## config.mk

```make
export PLATFORM = sky130hd
export DESIGN_NAME = stream_find_replace_flat
export DESIGN_NICKNAME = d
export VERILOG_FILES = /design/src/sfr_pkg.sv /design/src/sfr_if.sv /design/src/stream_find_replace.sv /design/src/sfr_dp.sv /design/src/sfr_ctrl.sv /design/src/flat_wrapper.sv
export VERILOG_INCLUDE_DIRS = /design/src /design/src/src
export SDC_FILE = /design/constraint.sdc
export NUM_CORES = 1
export LEC_CHECK = 0
export BUFFER_PORTS_ARGS = -buffer_cell sky130_fd_sc_hd__buf_4
export CAP_MARGIN = 25
export CORE_MARGIN = 8
export CORE_UTILIZATION = 35
export CTS_CLUSTER_SIZE = 40
export DETAILED_ROUTE_END_ITERATION = 8
export HOLD_SLACK_MARGIN = 0.15
export SLEW_MARGIN = 20
export SYNTH_ARGS = -nofsm -noshare
export SYNTH_HDL_FRONTEND = slang
export SYNTH_SLANG_ARGS = --single-unit
```

## constraint.sdc

```tcl
create_clock -name i_clk -period 20.6 [get_ports i_clk]
set_clock_uncertainty 0.05 [all_clocks]
set_input_delay 4.12 -clock i_clk [delete_from_list [all_inputs] [get_ports i_clk]]
set_output_delay 4.12 -clock i_clk [all_outputs]
set_load 0.05 [all_outputs]
```

## src/stream_find_replace_assert.svh

```systemverilog
// assertion helpers, clocked on i_clk and disabled while i_rst_n is low
`ifndef STREAM_FIND_REPLACE_ASSERT_SVH
`define STREAM_FIND_REPLACE_ASSERT_SVH

// same-cycle implication
`define SFR_ASSERT_NOW(label, ante, cons, msg) \
    label: assert property (@(posedge i_clk) disable iff (!i_rst_n) (ante) |-> (cons)) \
        else $error(msg);

// next-cycle implication
`define SFR_ASSERT_NEXT(label, ante, cons, msg) \
    label: assert property (@(posedge i_clk) disable iff (!i_rst_n) (ante) |=> (cons)) \
        else $error(msg);

`endif

```

## src/sfr_pkg.sv

```systemverilog
`timescale 1ns / 1ps

package sfr_pkg;

    localparam int MAX_PATTERN_DEF = 16;
    localparam int MAX_SUBST_DEF   = 16;
    localparam int BYTE_W          = 8;
    localparam int LEN_W           = 5;
    localparam int WORD_W          = 64;
    localparam int CFG_IDX_W       = 3;

    typedef enum logic [CFG_IDX_W-1:0] {
        REG_PATTERN_LEN = 3'd0,
        REG_PATTERN_LO  = 3'd1,
        REG_PATTERN_HI  = 3'd2,
        REG_SUBST_LEN   = 3'd3,
        REG_SUBST_LO    = 3'd4,
        REG_SUBST_HI    = 3'd5
    } t_reg_idx;

    typedef enum logic [1:0] {
        S_IDLE,
        S_SUBST,
        S_FLUSH
    } t_state;

    typedef enum logic [2:0] {
        WIN_HOLD,
        WIN_PUSH,
        WIN_PUSH_SHIFT,
        WIN_SHIFT,
        WIN_CLEAR
    } t_win_op;

    typedef enum logic [1:0] {
        OUT_IN,
        OUT_EMPTY,
        OUT_WIN,
        OUT_SUB
    } t_out_sel;

    typedef struct packed {
        t_win_op  win_op;
        logic     emit;
        t_out_sel out_sel;
        logic     out_last;
        logic     sub_load;
        logic     sub_shift;
    } t_dp_cmd;

    typedef struct packed {
        logic slot_free;
        logic plen_zero;
        logic full;
        logic match;
        logic count_zero;
        logic count_one;
        logic slen_zero;
        logic sub_one;
    } t_dp_stat;

endpackage

```

## src/sfr_if.sv

```systemverilog
`timescale 1ns / 1ps

interface sfr_in_if;
    logic                        valid;
    logic                        ready;
    logic [sfr_pkg::BYTE_W-1:0]  in_byte;
    logic                        in_has_byte;
    logic                        in_last;

    modport source (output valid, output in_byte, output in_has_byte, output in_last,
                    input ready);
    modport sink   (input valid, input in_byte, input in_has_byte, input in_last,
                    output ready);
endinterface

interface sfr_out_if;
    logic                        valid;
    logic                        ready;
    logic [sfr_pkg::BYTE_W-1:0]  out_byte;
    logic                        out_has_byte;
    logic                        out_last;

    modport source (output valid, output out_byte, output out_has_byte, output out_last,
                    input ready);
    modport sink   (input valid, input out_byte, input out_has_byte, input out_last,
                    output ready);
endinterface

interface sfr_cfg_if;
    logic                          valid;
    logic                          ready;
    logic [sfr_pkg::CFG_IDX_W-1:0] cfg_index;
    logic [sfr_pkg::WORD_W-1:0]    cfg_data;

    modport source (output valid, output cfg_index, output cfg_data, input ready);
    modport sink   (input valid, input cfg_index, input cfg_data, output ready);
endinterface

```

## src/stream_find_replace.sv

```systemverilog
`timescale 1ns / 1ps

// channel  | dir | beat contents                        | handshake
// ---------+-----+--------------------------------------+-------------
// i_in     | in  | in_byte, in_has_byte, in_last        | valid/ready
// o_out    | out | out_byte, out_has_byte, out_last     | valid/ready
// i_cfg    | in  | cfg_index, cfg_data                  | valid/ready
//
// an input beat that yields at most one output beat does not stall the input; the
// output register delivers one beat per cycle while o_out.ready stays high
// a match sends its subst_len replacement beats, an end marker flushes the held bytes
// i_in.ready drops while replacement or flush beats go out, or the output stalls
// reset (synchronous, active low) clears the window count, the config and the fsm
// i_cfg.ready is always high; no clearing pass after reset

module stream_find_replace #(
    parameter int MAX_PATTERN = sfr_pkg::MAX_PATTERN_DEF,
    parameter int MAX_SUBST   = sfr_pkg::MAX_SUBST_DEF
) (
    input  logic      i_clk,
    input  logic      i_rst_n,
    sfr_in_if.sink    i_in,
    sfr_out_if.source o_out,
    sfr_cfg_if.sink   i_cfg
);

    `include "stream_find_replace_assert.svh"

    sfr_pkg::t_dp_cmd  w_cmd;
    sfr_pkg::t_dp_stat w_stat;
    logic              w_in_ready;

    assign i_in.ready = w_in_ready;

    // controller: decides per beat whether to buffer, emit, replace or flush
    sfr_ctrl u_ctrl (
        .i_clk         (i_clk),
        .i_rst_n       (i_rst_n),
        .i_in_valid    (i_in.valid),
        .i_in_has_byte (i_in.in_has_byte),
        .i_in_last     (i_in.in_last),
        .o_in_ready    (w_in_ready),
        .i_stat        (w_stat),
        .o_cmd         (w_cmd)
    );

    // datapath: config registers, window shift line, match compare,
    // replacement shift line and the output register
    sfr_dp #(
        .MAX_PATTERN (MAX_PATTERN),
        .MAX_SUBST   (MAX_SUBST)
    ) u_dp (
        .i_clk     (i_clk),
        .i_rst_n   (i_rst_n),
        .i_in_byte (i_in.in_byte),
        .i_cmd     (w_cmd),
        .o_stat    (w_stat),
        .o_out     (o_out),
        .i_cfg     (i_cfg)
    );

    // a beat is only loaded into a free output slot
    `SFR_ASSERT_NOW(a_emit_into_free, w_cmd.emit, w_stat.slot_free, "beat over held beat")
    // replacement beats never overlap an accepted input beat
    `SFR_ASSERT_NOW(a_sub_no_take, i_in.valid && w_in_ready, !w_cmd.sub_shift, "took input")
    // a loaded beat is offered on the next cycle
    `SFR_ASSERT_NEXT(a_emit_shows, w_cmd.emit, o_out.valid, "loaded beat not offered")

endmodule

```

## src/sfr_dp.sv

```systemverilog
`timescale 1ns / 1ps

module sfr_dp #(
    parameter int MAX_PATTERN = sfr_pkg::MAX_PATTERN_DEF,
    parameter int MAX_SUBST   = sfr_pkg::MAX_SUBST_DEF
) (
    input  logic                       i_clk,
    input  logic                       i_rst_n,
    input  logic [sfr_pkg::BYTE_W-1:0] i_in_byte,
    input  sfr_pkg::t_dp_cmd           i_cmd,
    output sfr_pkg::t_dp_stat          o_stat,
    sfr_out_if.source                  o_out,
    sfr_cfg_if.sink                    i_cfg
);

    localparam int BW = sfr_pkg::BYTE_W;
    localparam int LW = sfr_pkg::LEN_W;
    localparam int WW = sfr_pkg::WORD_W;
    localparam int CW = $clog2(MAX_PATTERN + 1);
    localparam int SW = $clog2(MAX_SUBST + 1);

    // configuration
    logic [LW-1:0] r_pattern_len;
    logic [WW-1:0] r_pattern_lo;
    logic [WW-1:0] r_pattern_hi;
    logic [LW-1:0] r_subst_len;
    logic [WW-1:0] r_subst_lo;
    logic [WW-1:0] r_subst_hi;

    // window and replacement shift lines
    logic [BW-1:0] r_win [MAX_PATTERN];
    logic [CW-1:0] r_count;
    logic [BW-1:0] r_sub [MAX_SUBST];
    logic [SW-1:0] r_sub_left;

    // output register
    logic          r_out_valid;
    logic [BW-1:0] r_out_byte;
    logic          r_out_has;
    logic          r_out_last;

    logic            w_cfg_wr;
    logic [CW-1:0]   w_plen;
    logic [SW-1:0]   w_slen;
    logic [2*WW-1:0] w_pat_word;
    logic [2*WW-1:0] w_sub_word;
    logic [BW-1:0]   w_merged [MAX_PATTERN];
    logic            w_match;
    logic [BW-1:0]   w_out_byte;

    assign i_cfg.ready = 1'b1;
    assign w_cfg_wr    = i_cfg.valid && i_cfg.ready;

    always_ff @(posedge i_clk) begin
        if (!i_rst_n) begin
            r_pattern_len <= '0;
            r_pattern_lo  <= '0;
            r_pattern_hi  <= '0;
            r_subst_len   <= '0;
            r_subst_lo    <= '0;
            r_subst_hi    <= '0;
        end else if (w_cfg_wr) begin
            case (sfr_pkg::t_reg_idx'(i_cfg.cfg_index))
                sfr_pkg::REG_PATTERN_LEN: r_pattern_len <= i_cfg.cfg_data[LW-1:0];
                sfr_pkg::REG_PATTERN_LO:  r_pattern_lo  <= i_cfg.cfg_data;
                sfr_pkg::REG_PATTERN_HI:  r_pattern_hi  <= i_cfg.cfg_data;
                sfr_pkg::REG_SUBST_LEN:   r_subst_len   <= i_cfg.cfg_data[LW-1:0];
                sfr_pkg::REG_SUBST_LO:    r_subst_lo    <= i_cfg.cfg_data;
                sfr_pkg::REG_SUBST_HI:    r_subst_hi    <= i_cfg.cfg_data;
                default: ;
            endcase
        end
    end

    // lengths above the build limits saturate
    assign w_plen = (r_pattern_len > LW'(MAX_PATTERN)) ? CW'(MAX_PATTERN) : CW'(r_pattern_len);
    assign w_slen = (r_subst_len > LW'(MAX_SUBST)) ? SW'(MAX_SUBST) : SW'(r_subst_len);

    assign w_pat_word = {r_pattern_hi, r_pattern_lo};
    assign w_sub_word = {r_subst_hi, r_subst_lo};

    // window as it would be with the incoming byte written at the fill point
    always_comb begin
        for (int i = 0; i < MAX_PATTERN; i++) begin
            w_merged[i] = (r_count == CW'(i)) ? i_in_byte : r_win[i];
        end
    end

    always_comb begin
        w_match = 1'b1;
        for (int i = 0; i < MAX_PATTERN; i++) begin
            if ((CW'(i) < w_plen) && (w_merged[i] != w_pat_word[BW*i +: BW])) begin
                w_match = 1'b0;
            end
        end
    end

    always_ff @(posedge i_clk) begin
        if (!i_rst_n) begin
            r_count <= '0;
        end else if (w_cfg_wr &&
                     (sfr_pkg::t_reg_idx'(i_cfg.cfg_index) == sfr_pkg::REG_PATTERN_LEN)) begin
            r_count <= '0;
        end else begin
            case (i_cmd.win_op)
                sfr_pkg::WIN_PUSH:  r_count <= r_count + CW'(1);
                sfr_pkg::WIN_SHIFT: r_count <= r_count - CW'(1);
                sfr_pkg::WIN_CLEAR: r_count <= '0;
                default: ;
            endcase
        end
    end

    always_ff @(posedge i_clk) begin
        case (i_cmd.win_op)
            sfr_pkg::WIN_PUSH: begin
                for (int i = 0; i < MAX_PATTERN; i++) begin
                    if (r_count == CW'(i)) r_win[i] <= i_in_byte;
                end
            end
            sfr_pkg::WIN_PUSH_SHIFT: begin
                for (int i = 0; i < MAX_PATTERN - 1; i++) r_win[i] <= w_merged[i+1];
            end
            sfr_pkg::WIN_SHIFT: begin
                for (int i = 0; i < MAX_PATTERN - 1; i++) r_win[i] <= r_win[i+1];
            end
            default: ;
        endcase
    end

    always_ff @(posedge i_clk) begin
        if (i_cmd.sub_load) begin
            for (int i = 0; i < MAX_SUBST; i++) r_sub[i] <= w_sub_word[BW*i +: BW];
        end else if (i_cmd.sub_shift) begin
            for (int i = 0; i < MAX_SUBST - 1; i++) r_sub[i] <= r_sub[i+1];
        end
    end

    always_ff @(posedge i_clk) begin
        if (!i_rst_n) begin
            r_sub_left <= '0;
        end else if (i_cmd.sub_load) begin
            r_sub_left <= w_slen;
        end else if (i_cmd.sub_shift) begin
            r_sub_left <= r_sub_left - SW'(1);
        end
    end

    always_comb begin
        case (i_cmd.out_sel)
            sfr_pkg::OUT_IN:  w_out_byte = i_in_byte;
            sfr_pkg::OUT_WIN: w_out_byte = w_merged[0];
            sfr_pkg::OUT_SUB: w_out_byte = r_sub[0];
            default:          w_out_byte = '0;
        endcase
    end

    always_ff @(posedge i_clk) begin
        if (!i_rst_n) begin
            r_out_valid <= 1'b0;
        end else if (i_cmd.emit) begin
            r_out_valid <= 1'b1;
        end else if (o_out.ready) begin
            r_out_valid <= 1'b0;
        end
    end

    always_ff @(posedge i_clk) begin
        if (i_cmd.emit) begin
            r_out_byte <= w_out_byte;
            r_out_has  <= (i_cmd.out_sel != sfr_pkg::OUT_EMPTY);
            r_out_last <= i_cmd.out_last;
        end
    end

    assign o_out.valid        = r_out_valid;
    assign o_out.out_byte     = r_out_byte;
    assign o_out.out_has_byte = r_out_has;
    assign o_out.out_last     = r_out_last;

    always_comb begin
        o_stat.slot_free  = !r_out_valid || o_out.ready;
        o_stat.plen_zero  = (w_plen == '0);
        o_stat.full       = ((r_count + CW'(1)) == w_plen);
        o_stat.match      = w_match;
        o_stat.count_zero = (r_count == '0);
        o_stat.count_one  = (r_count == CW'(1));
        o_stat.slen_zero  = (w_slen == '0);
        o_stat.sub_one    = (r_sub_left == SW'(1));
    end

endmodule

```

## src/sfr_ctrl.sv

```systemverilog
`timescale 1ns / 1ps

module sfr_ctrl (
    input  logic              i_clk,
    input  logic              i_rst_n,
    input  logic              i_in_valid,
    input  logic              i_in_has_byte,
    input  logic              i_in_last,
    output logic              o_in_ready,
    input  sfr_pkg::t_dp_stat i_stat,
    output sfr_pkg::t_dp_cmd  o_cmd
);

    sfr_pkg::t_state r_state;
    sfr_pkg::t_state n_state;
    logic            r_last;
    logic            n_last;
    logic            w_accept;

    assign o_in_ready = (r_state == sfr_pkg::S_IDLE) && i_stat.slot_free;
    assign w_accept   = i_in_valid && o_in_ready;

    always_ff @(posedge i_clk) begin
        if (!i_rst_n) begin
            r_state <= sfr_pkg::S_IDLE;
            r_last  <= 1'b0;
        end else begin
            r_state <= n_state;
            r_last  <= n_last;
        end
    end

    // next state
    always_comb begin
        n_state = r_state;
        case (r_state)
            sfr_pkg::S_IDLE: begin
                if (w_accept && !i_stat.plen_zero) begin
                    if (i_in_has_byte && i_stat.full && i_stat.match) begin
                        if (!i_stat.slen_zero) n_state = sfr_pkg::S_SUBST;
                    end else if (i_in_has_byte && i_stat.full) begin
                        if (i_in_last && !i_stat.count_zero) n_state = sfr_pkg::S_FLUSH;
                    end else if (i_in_has_byte) begin
                        if (i_in_last) n_state = sfr_pkg::S_FLUSH;
                    end else if (i_in_last && !i_stat.count_zero) begin
                        n_state = sfr_pkg::S_FLUSH;
                    end
                end
            end
            sfr_pkg::S_SUBST: begin
                if (i_stat.slot_free && i_stat.sub_one) n_state = sfr_pkg::S_IDLE;
            end
            sfr_pkg::S_FLUSH: begin
                if (i_stat.slot_free && i_stat.count_one) n_state = sfr_pkg::S_IDLE;
            end
            default: n_state = sfr_pkg::S_IDLE;
        endcase
    end

    // datapath commands
    always_comb begin
        o_cmd.win_op    = sfr_pkg::WIN_HOLD;
        o_cmd.emit      = 1'b0;
        o_cmd.out_sel   = sfr_pkg::OUT_IN;
        o_cmd.out_last  = 1'b0;
        o_cmd.sub_load  = 1'b0;
        o_cmd.sub_shift = 1'b0;
        n_last          = r_last;
        case (r_state)
            sfr_pkg::S_IDLE: begin
                if (w_accept) begin
                    if (i_stat.plen_zero) begin
                        o_cmd.win_op   = sfr_pkg::WIN_CLEAR;
                        o_cmd.emit     = i_in_has_byte || i_in_last;
                        o_cmd.out_sel  = i_in_has_byte ? sfr_pkg::OUT_IN : sfr_pkg::OUT_EMPTY;
                        o_cmd.out_last = i_in_last;
                    end else if (i_in_has_byte && i_stat.full && i_stat.match) begin
                        o_cmd.win_op   = sfr_pkg::WIN_CLEAR;
                        o_cmd.sub_load = 1'b1;
                        n_last         = i_in_last;
                        // deleting match at the end of the string leaves only the marker
                        o_cmd.emit     = i_stat.slen_zero && i_in_last;
                        o_cmd.out_sel  = sfr_pkg::OUT_EMPTY;
                        o_cmd.out_last = 1'b1;
                    end else if (i_in_has_byte && i_stat.full) begin
                        o_cmd.win_op   = sfr_pkg::WIN_PUSH_SHIFT;
                        o_cmd.emit     = 1'b1;
                        o_cmd.out_sel  = sfr_pkg::OUT_WIN;
                        o_cmd.out_last = i_in_last && i_stat.count_zero;
                    end else if (i_in_has_byte) begin
                        o_cmd.win_op = sfr_pkg::WIN_PUSH;
                    end else if (i_in_last && i_stat.count_zero) begin
                        o_cmd.emit     = 1'b1;
                        o_cmd.out_sel  = sfr_pkg::OUT_EMPTY;
                        o_cmd.out_last = 1'b1;
                    end
                end
            end
            sfr_pkg::S_SUBST: begin
                if (i_stat.slot_free) begin
                    o_cmd.emit      = 1'b1;
                    o_cmd.out_sel   = sfr_pkg::OUT_SUB;
                    o_cmd.out_last  = r_last && i_stat.sub_one;
                    o_cmd.sub_shift = 1'b1;
                end
            end
            sfr_pkg::S_FLUSH: begin
                if (i_stat.slot_free) begin
                    o_cmd.emit     = 1'b1;
                    o_cmd.out_sel  = sfr_pkg::OUT_WIN;
                    o_cmd.out_last = i_stat.count_one;
                    o_cmd.win_op   = sfr_pkg::WIN_SHIFT;
                end
            end
            default: ;
        endcase
    end

endmodule
```

## src/flat_wrapper.sv

```systemverilog
// flat-port wrapper written by rule: the top's interface ports become plain ports
module stream_find_replace_flat 
#(
    parameter int MAX_PATTERN = sfr_pkg::MAX_PATTERN_DEF,
    parameter int MAX_SUBST   = sfr_pkg::MAX_SUBST_DEF
)
  (i_clk, i_rst_n, i_in_valid, i_in_in_byte, i_in_in_has_byte, i_in_in_last, i_in_ready, o_out_valid, o_out_out_byte, o_out_out_has_byte, o_out_out_last, o_out_ready, i_cfg_valid, i_cfg_cfg_index, i_cfg_cfg_data, i_cfg_ready);
  sfr_in_if i_in_i ();
  sfr_out_if o_out_i ();
  sfr_cfg_if i_cfg_i ();
  input  logic i_clk;
  input  logic i_rst_n;
  input wire logic [$bits(i_in_i.valid)-1:0] i_in_valid;
  input wire logic [$bits(i_in_i.in_byte)-1:0] i_in_in_byte;
  input wire logic [$bits(i_in_i.in_has_byte)-1:0] i_in_in_has_byte;
  input wire logic [$bits(i_in_i.in_last)-1:0] i_in_in_last;
  output wire logic [$bits(i_in_i.ready)-1:0] i_in_ready;
  output wire logic [$bits(o_out_i.valid)-1:0] o_out_valid;
  output wire logic [$bits(o_out_i.out_byte)-1:0] o_out_out_byte;
  output wire logic [$bits(o_out_i.out_has_byte)-1:0] o_out_out_has_byte;
  output wire logic [$bits(o_out_i.out_last)-1:0] o_out_out_last;
  input wire logic [$bits(o_out_i.ready)-1:0] o_out_ready;
  input wire logic [$bits(i_cfg_i.valid)-1:0] i_cfg_valid;
  input wire logic [$bits(i_cfg_i.cfg_index)-1:0] i_cfg_cfg_index;
  input wire logic [$bits(i_cfg_i.cfg_data)-1:0] i_cfg_cfg_data;
  output wire logic [$bits(i_cfg_i.ready)-1:0] i_cfg_ready;
  assign i_in_i.valid = i_in_valid;
  assign i_in_i.in_byte = i_in_in_byte;
  assign i_in_i.in_has_byte = i_in_in_has_byte;
  assign i_in_i.in_last = i_in_in_last;
  assign i_in_ready = i_in_i.ready;
  assign o_out_valid = o_out_i.valid;
  assign o_out_out_byte = o_out_i.out_byte;
  assign o_out_out_has_byte = o_out_i.out_has_byte;
  assign o_out_out_last = o_out_i.out_last;
  assign o_out_i.ready = o_out_ready;
  assign i_cfg_i.valid = i_cfg_valid;
  assign i_cfg_i.cfg_index = i_cfg_cfg_index;
  assign i_cfg_i.cfg_data = i_cfg_cfg_data;
  assign i_cfg_ready = i_cfg_i.ready;
  stream_find_replace #(.MAX_PATTERN(MAX_PATTERN), .MAX_SUBST(MAX_SUBST)) u_core (.i_clk(i_clk), .i_rst_n(i_rst_n), .i_in(i_in_i), .o_out(o_out_i), .i_cfg(i_cfg_i));
endmodule
```

# Word level (Yosys, flattened, before mapping)
# Memories as Yosys holds them, arrays and structs flattened.
# Cells that the tools add are included.
[totals] reg_bits=290 latchBits=0 ram_bits=256 rom_bits=0 in_bits=82 out_inout_bits=13 wordCells=360 n_memories=2
[memory_table] memory="u_core.u_dp.r_sub" words=16 word_bits=8 read_ports=16 rd_ports_with_merged_regs=0 write_ports=16 line_no="sfr_dp.sv:33" rtl="logic [BW-1:0] r_sub [MAX_SUBST];"
[memory_table] memory="u_core.u_dp.r_win" words=16 word_bits=8 read_ports=16 rd_ports_with_merged_regs=0 write_ports=15 line_no="sfr_dp.sv:31" rtl="logic [BW-1:0] r_win [MAX_PATTERN];"
[classes] n_addsub=3 n_mul=0 div_mod_pow=0 order_cmp=18 eq_ne=52 shift=0 mux=172 bitwise=47 reduce_logical=52
[ops] cell="two-way mux 8 bit" n=63
[ops] cell="!= test 8 bit" n=16
[ops] cell="two-way mux 1 bit" n=83
[ops] cell="OR 1 bit" n=45
[ops] cell="== test 5 x 4 -> 1 bit (second input constant)" n=8
[ops] cell="< comparator 4 x 5 -> 1 bit (first input constant)" n=8
[ops] cell="logical AND 1 bit" n=28
[ops] cell="one-hot mux 8 bit (3 select lines)" n=1
[ops] cell="== test 5 x 3 -> 1 bit (second input constant)" n=4
[ops] cell="< comparator 3 x 5 -> 1 bit (first input constant)" n=4
[ops] cell="two-way mux 5 bit" n=4
[ops] cell="two-way mux 2 bit" n=9
[ops] cell="two-way mux 4 bit" n=4
[ops] cell="logical NOT 5 bit" n=3
[ops] cell="one-hot mux 5 bit (3 select lines)" n=1
[ops] cell="two-way mux 7 bit" n=2
[ops] cell="== test 3 x 2 -> 1 bit (second input constant)" n=4
[ops] cell="two-way mux 6 bit" n=2
[ops] cell="one-hot mux 4 bit (3 select lines)" n=1
[ops] cell="AND reduction 2 bit" n=6
[ops] cell="== test 5 x 1 -> 1 bit (second input constant)" n=2
[ops] cell="== test 5 x 2 -> 1 bit (second input constant)" n=2
[ops] cell="greater-than comparator 5 bit (second input constant)" n=2
[ops] cell="< comparator 1 x 5 -> 1 bit (first input constant)" n=2
[ops] cell="25 further kinds" n=40

# Longest topological paths before layout
[depth] depth_word=31 depth_mapped=17 ltp_nobuf=12

# Hierarchy
# Synthesis repeated with hierarchy kept, for this count alone.
[hier_totals] cells_unflattened=2648 area_unflattened_um2=26233.9
[by_module_without_submodules] module="sfr_dp" n_inst=1 cells_per_inst=2585 area_each_um2=25821.0 seq_area_each_um2=13533.0
[by_module_without_submodules] module="sfr_ctrl" n_inst=1 cells_per_inst=63 area_each_um2=412.9 seq_area_each_um2=60.1

# Least setup slack after synthesis
# No wires, ideal clock.
[synth_path] kind="input to register" startpoint="in i_in_in_byte[1]" endpoint="mem u_core.u_dp.r_sub[0][0] (netlist bit), enable pin" setup_time_ns=0.765 t_arrival_ns=14.678 t_required_ns=19.785 setup_slack_ns=5.107 stages=10 n_path_buf=1 path_cell_list="clkbuf_1 clkinv_1 o22ai_1 or4_1 a221oi_1 a31oi_1 a2111oi_2 nand4_1 or2_2 o21ai_0"
[synth_rtl] item="from (decl)" line_no="flat_wrapper.sv:14" rtl="input wire logic [$bits(i_in_i.in_byte)-1:0] i_in_in_byte;"
[synth_rtl] item="to (decl)" line_no="sfr_dp.sv:33"

==> results.md <==
* Final Cell Area at approximately 0.029 sq mm
* Max Clock Freq at 110.0 MHz
* DP Area at approximately 0.027 sq mm
* Ports at 95
* Asr flop ratio synth at 0%
* Largest family of logic cells by synthesized area: simple AND/OR/NAND/NOR gates
* DIE WIDTH at ~290 microns
* Complex-gate fraction of the synthesized area at 17.13%
* Worst r2r src: u_core.u_dp.r_count[0]
* Starting Density at 35.40%
* VDD IR max at 0.08442 mV
* Mean Syn Cell Area at 9.223 sq um
* Layout net count at 2886
* First-pass GRT wire length at 127300 microns
* Setup bufs post-CTS at 0
* Setup_tns at 0 ns
* Pre-CTS WS at 11.02 ns
* Synth Warn # at 0
* Die Y-Extent at 287.6 microns
* Grt ovf at 0
* Syn-to-layout area delta at 13.19%
* WP data required at 20.81 ns
* Setup Viol. Count Final at 0
* Via/cell ratio at 5.576
* PwrDens at roughly 84 mW/mm^2
* Post-synthesis sequential area ratio at 52.64%
* Cell mode on critical path: buf_4
* Initial antenna violation count at 2
* Slowest-stage cell, CP: buf_4
* Mapped Cells at 2800
* Fin crit period at 9.094 ns
* Maximum clock path buffer count at 3
* Clock latency on the worst-skew pair at 0.64 ns
* Routed len/inst at ~23 microns
* Synth Register Bits at about 550
* CP Cell Sequence: buf_4 -> clkinv_1 -> a2111oi_0 -> a22oi_1 -> a2111oi_0 -> a32oi_1 -> o41ai_2 -> nand2_1 -> or2_2 -> o21ai_4 -> buf_4 -> buf_4
* XOR/XNOR Fraction of Synth Area at 2.093%
* Yosys cell types at 85
* Slew margin rel. at 30.05%
* Hold Crit Start: u_core.u_dp.r_subst_hi[59]
* Final RePlAce weighted congestion at 0.9608
* RSZ-0062 raised after global routing: false
* Status: complete, no violations
* Clock transition at the registers of the reported paths at 0.06 ns
* CTS hold repair buffers at 0
* Hold Vio Cnt, Final at 0
* Worst setup path category: in2reg
* Crit. Startpoint: i_in_in_byte[3]
* DP Cell Count at 3693
* Slew Viols, Final at 0
* PortBufs at 93
* Synth Cell Area at 0.02582 sq mm
* Sink Count at ~550
* Worst Path Arrival at 9.30 ns
* H-tree depth at 2
* DR DRC count at 0
* DRT antenna net count at 0
* Finished Core Util at 40.07%
* CTS tree: done
* Worst-Margin Slew at 1.049 ns
* Crit path largest cell delay at around 0.75 ns
* CP Max Fanout at 74
* Synthesized Nets at 2890
* Detailed Routing Iterations Pass 1 at 5
* GRT Overall Usage at 19.87%
* Synth Area in Simple Gates at 17.91%
* LEAKAGE at 10.82 nW
* Top_reg_cell synth: dfxtp_1
* Die area at 0.08273 sq mm
* Mux contribution to synthesized area at 5.131%
* Final period utilization at 44.15%
* Number of enable flip-flop cells after synthesis at 266
* Total number of vias at roughly 21000
* DP HPWL at just under 60000 microns
* Total wire length at 85670 microns
* Non-Filler Instances at between 3000 and 4000
* Largest net degree at the start of global routing at 115
* CP Capture Type: flip-flop
* Core box area at ~0.073 sq mm
* Vias in the first global route at 19969
* Final WS setup at 11.51 ns
* Share of layout cells above drive strength 1 at a little over a tenth
* Post_cts resized at 0
* # rows at a little under 100
* Synth Area in Adders at 0.3876%
* Startpoint Class: input pin
* Hold Crit Class: reg2reg
* DRT iter0 DRCs at 2311
* Clk Tree Root Cell: clkbuf_16
* Maxcap violations at 0
* CTS buffer count at 56
## final timing paths
kind,end,slack (ns),cells after the start
min,u_core.u_dp.r_sub[0][123],0.38,0
max reg2reg,u_core.u_dp.r_sub[0][25],14.02,13
min reg2reg,u_core.u_dp.r_sub[0][123],0.38,0
max,u_core.u_dp.r_sub[0][25],11.51,12
## synth_stat cells, types with 10 or more instances
library cell  number  share of area, %
xor2_1            34               1.2
edfxtp_1         266                31
nor4_1            14              0.34
a22o_1            92               3.1
o21ai_0           44              0.85
a2111oi_0         12              0.41
a221oi_1          18              0.61
a31oi_1           18              0.44
nor2b_1           26              0.63
nor2_1            57              0.83
inv_1            103               1.5
o221ai_1          16              0.54
and2_1            10              0.24
o22ai_1           65               1.6
a221o_1           10              0.39
xnor2_1           25              0.85
a21oi_1          298               5.8
clkbuf_1         148               2.2
nand2_1          856                12
mux2i_1           75               2.9
dfxtp_1          280                22
buf_2             25              0.48
mux2_2            45               2.0
a22oi_1           11              0.32
nand3_1           11              0.21
nand2b_1          22              0.53
nor3_1            28              0.54
buf_1             10              0.15
## layout make-up
class | count | area, sq um
inverters | 107 | 409.1
clock buffers | 93 | 1804
flip-flops and latches | 546 | 13590
repair buffers | 131 | 965.9
clock inverters | 13 | 176.4
multi-input cells | 1954 | 11080
well taps | 959 | 1200
diodes | 2 | 5.005
fillers | 7256 | 43730
## power by group
group	internal, mW	switching [mW]	total, mW
registers	1.16	0.0176	1.17
logic	0.0716	0.148	0.220
clock network	0.628	0.445	1.07
total	1.86	0.611	2.47
## cell families (layout without fill, tap and decap cells)
group | count (synthesis) | after routing
DFF | 546 | 546
muxes | 126 | 126
other | 1 | 3
adders and majority gates | 8 | 8
and+or+nand+nor | 1084 | 1084
xor gates and xnor gates | 60 | 60
AOI/OAI and AO/OA | 675 | 675
buffers and inverters | 300 | 344
## metrics by stage
| step | power, mW | hold WS, ns |
|---|---|---|
| 2_1_floorplan | 1.326 | 0.3581 |
| 3_3_place_gp | 1.412 | 0.3614 |
| 3_5_place_dp | 1.412 | 0.3646 |
| 4_1_cts | 2.479 | 0.3793 |
| 5_1_grt | 2.542 | 0.3862 |
| 6_report | 2.467 | 0.3782 |
## cells in the final DEF (no fill, tap or decap), types with 11 or more instances in the layout
cell / instances
a2111oi_0: 12
inv_1: 102
nand2b_1: 22
mux2i_1: 75
nand3_1: 11
a21oi_1: 298
o221ai_1: 16
xor2_1: 34
mux2_2: 45
edfxtp_1: 266
nor3_1: 27
clkbuf_16: 64
nor2_1: 57
clkbuf_1: 19
o21ai_0: 40
xnor2_1: 25
a22o_1: 92
dfxtp_1: 280
nor2b_1: 26
nand2_1: 852
o22ai_1: 65
a221oi_1: 18
a22oi_1: 11
buf_4: 124
nor4_1: 14
a31oi_1: 18
## per-layer routing
layer	global-route usage, %	part of all wire, %
met4	6.993	3.1
met5	0	0
met1	27.75	44
met2	31.20	45
met3	2.886	7.7
## sequential cells by signal, indices dropped and copies added (netlist names)
name and cells:
u_core.u_dp.r_subst_len 5, u_core.u_dp.r_count 5, u_core.u_dp.r_sub 128, u_core.u_dp.o_out.out_last 1, u_core.u_dp.r_pattern_hi 64, u_core.u_dp.r_pattern_lo 64, u_core.u_dp.r_subst_hi 64, u_core.u_dp.r_sub_left 5
u_core.u_dp.r_win 128, u_core.u_dp.o_out.out_byte 8, u_core.u_dp.r_subst_lo 64, u_core.u_ctrl.r_state 2, u_core.u_dp.o_out.out_has_byte 1, u_core.u_dp.r_pattern_len 5, u_core.u_ctrl.r_last 1, u_core.u_dp.o_out.valid 1
## critical path: cells and delay by family
family / cells / cell delay (ns)
buffers and inverters: 4 / 2.48
and+or+nand+nor: 2 / 0.71
AOI/OAI and AO/OA: 6 / 1.82
No activity file was read; power rests on OpenSTA's default activity.
